--- src/design/env_comp_pkg.sv ---
`timescale 1ns / 1ps
`default_nettype none

package env_comp_pkg;

    localparam int RAW_T_W    = 20;
    localparam int RAW_P_W    = 20;
    localparam int RAW_H_W    = 16;
    localparam int FINE_W     = 32;
    localparam int CENTI_W    = 24;
    localparam int PRESS_W    = 32;
    localparam int HUM_W      = 17;

    localparam int CFG_IDX_W  = 3;
    localparam int CFG_DATA_W = 48;

    localparam logic [CFG_IDX_W-1:0] CFG_TEMP    = 3'd0;
    localparam logic [CFG_IDX_W-1:0] CFG_PRESS_A = 3'd1;
    localparam logic [CFG_IDX_W-1:0] CFG_PRESS_B = 3'd2;
    localparam logic [CFG_IDX_W-1:0] CFG_PRESS_C = 3'd3;
    localparam logic [CFG_IDX_W-1:0] CFG_HUM_A   = 3'd4;
    localparam logic [CFG_IDX_W-1:0] CFG_HUM_B   = 3'd5;

    // pipeline depths, counted in register stages
    localparam int TEMP_LAT   = 3;
    localparam int TC_LAT     = 4;
    localparam int DIV_STEPS  = 64;
    localparam int PRESS_LAT  = 11 + DIV_STEPS;
    localparam int HUM_LAT    = 10;
    localparam int PIPE_LAT   = TEMP_LAT + PRESS_LAT;
    localparam int HUM_DLY    = PRESS_LAT - HUM_LAT;
    localparam int TC_DLY     = PIPE_LAT - TC_LAT;

    localparam logic [31:0] HUM_MAX = 32'd419430400;

    typedef struct packed {
        logic [47:0] temp;
        logic [47:0] press_a;
        logic [47:0] press_b;
        logic [47:0] press_c;
        logic [31:0] hum_a;
        logic [31:0] hum_b;
    } calib_t;

endpackage

`default_nettype wire

--- src/design/env_comp_temp.sv ---
`timescale 1ns / 1ps
`default_nettype none

module env_comp_temp (
    input  logic                 clk,
    input  logic                 en,
    input  env_comp_pkg::calib_t calib,
    input  logic [19:0]          raw_temperature,
    input  logic [19:0]          raw_pressure,
    input  logic [15:0]          raw_humidity,
    output logic signed [31:0]   fine,
    output logic [19:0]          raw_pressure_d,
    output logic [15:0]          raw_humidity_d,
    output logic signed [31:0]   fine_d,
    output logic [23:0]          centi
);

    logic [15:0]        t1;
    logic signed [15:0] t2;
    logic signed [15:0] t3;

    logic signed [17:0] da;
    logic signed [16:0] db;
    logic signed [33:0] pa_full;
    logic signed [33:0] dd_full;
    logic signed [35:0] bt_full;
    logic [31:0]        tc_sum;

    logic [31:0]        pa_reg, dd_reg;
    logic signed [31:0] a_reg, b_reg, a_next, b_next;
    logic signed [31:0] tf_reg;
    logic [19:0]        rp1_reg, rp2_reg, rp3_reg;
    logic [15:0]        rh1_reg, rh2_reg, rh3_reg;
    logic signed [31:0] tf4_reg;
    logic [23:0]        tc_reg;

    assign t1 = calib.temp[15:0];
    assign t2 = $signed(calib.temp[31:16]);
    assign t3 = $signed(calib.temp[47:32]);

    always_comb
    begin
        da      = $signed({1'b0, raw_temperature[19:3]}) - $signed({1'b0, t1, 1'b0});
        db      = $signed({1'b0, raw_temperature[19:4]}) - $signed({1'b0, t1});
        pa_full = da * t2;
        dd_full = db * db;
        a_next  = $signed(pa_reg) >>> 11;
        bt_full = $signed(dd_reg[31:12]) * t3;
        b_next  = $signed(bt_full[31:0]) >>> 14;
        tc_sum  = {tf_reg[29:0], 2'b00} + tf_reg + 32'd128;
    end

    always_ff @(posedge clk)
    begin
        if (en)
        begin
            pa_reg  <= pa_full[31:0];
            dd_reg  <= dd_full[31:0];
            rp1_reg <= raw_pressure;
            rh1_reg <= raw_humidity;
            a_reg   <= a_next;
            b_reg   <= b_next;
            rp2_reg <= rp1_reg;
            rh2_reg <= rh1_reg;
            tf_reg  <= a_reg + b_reg;
            rp3_reg <= rp2_reg;
            rh3_reg <= rh2_reg;
            tf4_reg <= tf_reg;
            tc_reg  <= tc_sum[31:8];
        end
    end

    assign fine           = tf_reg;
    assign raw_pressure_d = rp3_reg;
    assign raw_humidity_d = rh3_reg;
    assign fine_d         = tf4_reg;
    assign centi          = tc_reg;

endmodule

`default_nettype wire

--- config.mk ---
export PLATFORM = sky130hd
export DESIGN_NAME = env_comp_temp
export DESIGN_NICKNAME = d
export VERILOG_FILES = /design/src/design/env_comp_pkg.sv /design/src/design/env_comp_temp.sv
export SDC_FILE = /design/constraint.sdc
export NUM_CORES = 2
export LEC_CHECK = 0
export BUFFER_PORTS_ARGS = -buffer_cell sky130_fd_sc_hd__buf_2
export CORE_MARGIN = 3
export CORE_UTILIZATION = 35
export DETAILED_ROUTE_END_ITERATION = 16
export SYNTH_ARGS = -nofsm -noshare
export SYNTH_HDL_FRONTEND = slang
export SYNTH_SLANG_ARGS = --single-unit
--- constraint.sdc ---
create_clock -name clk -period 8.6 [get_ports clk]
set_input_delay 1.29 -clock clk [delete_from_list [all_inputs] [get_ports clk]]
set_output_delay 1.29 -clock clk [all_outputs]
set_load 0.02 [all_outputs]
; ---- After elaboration in Yosys (flattened, before gate mapping)
; Index checks and enable logic that the tools add are counted.
; W data, S select, Z words.
[totals]
reg_bits = 299
inputBits = 314
output_inout_bits = 124
word_cells = 21
[op_classes]
addsub = 5
mul = 3
[ops]
columns = operator, count
row1 = $add A32 B32 Y32, 1
row2 = $add A32 B8 Y32 const B, 1
row3 = $mul A17 B17 Y32, 1
row4 = $mul A18 B16 Y32, 1
row5 = $mul A20 B16 Y32, 1
row6 = $add A21 B18 Y22, 1
row7 = $sub A17 B17 Y18, 1
row8 = $sub A16 B16 Y17, 1

; ---- Depth between registers and ports, before layout
[logic_depth]
depth_word = 2
depth_mapped = 35
depth_no_buf = 35

; ---- Worst setup path after synthesis
; Ideal clock, no wire load.
[synth_timing]
path_kind = input to register
from = input port raw_temperature[4]
to = register dd_reg[31], data pin
setup_ns = 0.260
t_arrival_ns = 9.023
t_required_ns = 8.340
path_slack_ns = -0.683
path_stages = 33
path_cell_list = inv_1 > ha_1 > inv_1 > fa_1 > nand2_1 > a21oi_1 > o21ai_0 > o21a_1 > o21bai_1 > a21oi_1 > xor2_1 > clkinv_1 > clkbuf_1 > nand2_1 > fa_1 > fa_1 > fa_1 > inv_1 > fa_1 > fa_1 > inv_1 > fa_1 > inv_1 > ha_1 > a211oi_1 > o21ai_0 > o221ai_1 > nor2_1 > a2111o_1 > o311a_1 > a311oi_1 > o21ba_2 > xnor2_1
[synth_between]
elab_chain_len = 2
[synth_lines]
columns = element, line
row1 = "start, declared", env_comp_temp.sv:8  ; input logic [19:0] raw_temperature,
row2 = $sub A16 B16 Y17, env_comp_temp.sv:44  ; db = $signed({1'b0, raw_temperature[19:4]}) - $signed({1'b0, t1});
row3 = $mul A17 B17 Y32, env_comp_temp.sv:46  ; dd_full = db * db;
row4 = net dd_full[31], env_comp_temp.sv:25  ; logic signed [33:0] dd_full;
row5 = "end signal, assigned", env_comp_temp.sv:58  ; dd_reg <= dd_full[31:0];
row6 = "end, declared", env_comp_temp.sv:29  ; logic [31:0] pa_reg, dd_reg;
; The timed path passes the listed nets, and every way through them passes these cells.
; A chain may end at the register's enable or synchronous reset.

; ---- Worst setup path after layout
[layout_timing]
from = input port calib[209] (netlist name)
to = register dd_reg[31], data pin
[layout_between]
elab_chain_len = 2
[layout_lines]
columns = element, line
row1 = "start, declared", env_comp_temp.sv:7  ; input env_comp_pkg::calib_t calib,
row2 = $sub A16 B16 Y17, env_comp_temp.sv:44
row3 = $mul A17 B17 Y32, env_comp_temp.sv:46
row4 = net dd_full[31], env_comp_temp.sv:25
; The timed path passes the listed nets, and every way through them passes these cells.

==> flow_metrics.tcl <==
set metrics [dict create \
    status "finished, final reports clean" \
    root_buffer "clkbuf_16" \
    maxCapViolCount 0 \
    ant_nets 0 \
    die_w_um 342 \
    syn_area_um2 39600 \
    synth_top_family_by_area "adder cells" \
    slowest_delay_ps 520 \
    wl_met1_mm 40.3 \
    layout.nets 5690 \
    yosys_warnings 0 \
    worst_hold_path_type "register to register" \
    cts.htree.levels 1 \
    clock_sinks 256 \
    synth-edff-count 256 \
    critical_path_arrival_ps 8610 \
    drtIter0Drc 1128 \
    num_vias 26300 \
    die-area_um2 117000 \
    final.setup.worst_slack_ps 298 \
    cp_common_cell "fa_1" \
    period_needed_ps 8300 \
    pin_count 438 \
    place_congestion 0.873 \
    grt.overflow.total 0 \
    grt.total_usage 0.165 \
    crit_path_end_kind "register" \
    wl_met2_mm 44.9 \
    cts_tree "yes" \
    slew_viol_final 0 \
    synth.avg_cell_area_um2 10.3 \
    hpwlAfterDp_mm 78.6 \
    yosys.area_share.xor_xnor 0.0326 \
    drc 0 \
    finalHoldViolCount 0 \
    syn_nets 5277 \
    worst_path_max_delay_cell "fa_1" \
    setup_viol 0 \
    max_slew.worst_pin.slew_ps 996 \
    dr.pass1.iters 5 \
    fmax_ghz 0.120 \
    skew_ps 12.5 \
    synth-async-reset-ratio 0 \
    grt_pass1_wl_mm 154 \
    antenna_found_initial 4 \
    clk_latency_ps 560 \
    yosys_most_used_dff "edfxtp_1" \
    final_cell_mix "958 x inv_1, 811 x fa_1, 446 x nand2_1, 308 x ha_1, 284 x buf_4" \
    synth-compound-area-share 0.0389 \
    ys_ff_latch 256 \
    core_area_um2 111000 \
    max_slew_margin 0.336 \
    die_h_um 342 \
    numCtsBuffers 27 \
    synth-seq-area-share 0.194 \
    final_common_cell "inv_1" \
    synth_mux_area_frac 0 \
    largest_reg_flops 24 \
    fillCellCount 10800 \
    startpoint_type "input port" \
    synth_cell_types 64 \
    viasPerCell 4.58 \
    grt_pass1_vias 29100 \
    num_rows 122 \
    required_ps 8900 \
    grt_max_degree 104 \
    syn_to_final_growth_pct 15.2 \
    wl_mm 93.9 \
    critical_path_class "input port to register" \
    final_layout_size_suffix_gt1_frac 0.151 \
    synthSimpleGateAreaFrac 0.114 \
    synth_fa_ha_area_frac 0.513 \
    dp_worst_setup_slack_ps -604 \
    maxUsedRoutingLayer "met5" \
    syn_inst 3831 \
    io_buffers 226 \
    timing.final.crit_share 0.965 \
    wl_met3_mm 5.27 \
    cts.clk_slew.worst_paths_ps 70 \
    worstPathMaxFanout 13 \
    start_util 0.355 \
    cts_buffer_depth 3 \
    wl_per_cell_um 16.3 \
]
## Yosys cell counts (36+ instances only)
master,count,area (um^2)
inv_1,962,3610
fa_1,817,16400
nand2_1,452,1700
ha_1,315,3940
edfxtp_1,256,7690
and2_1,233,1460
nor2_1,128,480
clkbuf_1,118,443
xnor2_1,108,946
a21oi_1,60,300
nand2b_1,37,231
o21ai_0,36,180
## per-stage QoR
stage                     cell area, um^2  instances  hold slack (ps)  TNS (ps)  utilization
after floorplan                     39800       3831              400         0            -
after global placement              44500       5695              400     -5820        0.399
after detailed placement            44500       5695              405     -7240        0.399
after CTS                           45400       5744              408         0        0.407
after global routing                45600       5753              418     -73.6        0.409
final                               45600       5753              409         0        0.409
## worst paths after layout
check | from | endpoint | slack (ps) | cells after the start
hold reg to reg | pa_reg[25]$_DFFE_PP_ | a_reg[14]$_DFFE_PP_ | 410 | 0
setup reg to reg | dd_reg[16]$_DFFE_PP_ | b_reg[17]$_DFFE_PP_ | 1240 | 22
hold / removal | pa_reg[25]$_DFFE_PP_ | a_reg[14]$_DFFE_PP_ | 410 | 0
setup / recovery | calib[209] | dd_reg[31]$_DFFE_PP_ | 300 | 34
## routing by layer
| layer | global-route usage | vias to the layer above |
|---|---|---|
| li1 | - | 12200 |
| met1 | 0.217 | 13300 |
| met2 | 0.283 | 664 |
| met3 | 0.0196 | 154 |
| met4 | 0.0515 | 2 |
| met5 | 0 | - |
## what timing repair did
action,CTS,global route
pin swaps,0,28
endpoints found under the setup margin,1,14
gates resized for setup,1,37
gates cloned,0,1
buffers inserted,0,8
hold buffers,0,0
## worst max-delay path, delay by kind of cell
family / cells / cell delay [ps]
AND/OR/NAND/NOR: 3 / 310
XOR/XNOR: 2 / 180
AO/OA/AOI/OAI: 13 / 2630
adder cells (fa/ha/maj): 8 / 3210
buffers and inverters: 8 / 970
## logic make-up after synthesis
kind of cell / count (synthesis)
buffers and inverters: 1110
and+or+nand+nor: 959
DFF: 256
adders and majority gates: 1132
AOI/OAI and AO/OA: 229
xor gates and xnor gates: 145
## area by class of cell
class | count | area (um^2) | area share
Sequential cell | 256 | 7690 | 0.169
Antenna cell | 1 | 2.50 | 0.0000549
Inverter | 968 | 3640 | 0.0797
Clock inverter | 18 | 195 | 0.00428
Tap cell | 1488 | 1860 | 0.0408
Timing Repair Buffer | 526 | 3530 | 0.0775
Clock buffer | 31 | 691 | 0.0151
Multi-Input combinational cell | 2465 | 28000 | 0.614
Power is left out: the tool's default activity adds up to more than one toggle a clock period on the data nets, which glitch-free logic cannot reach.
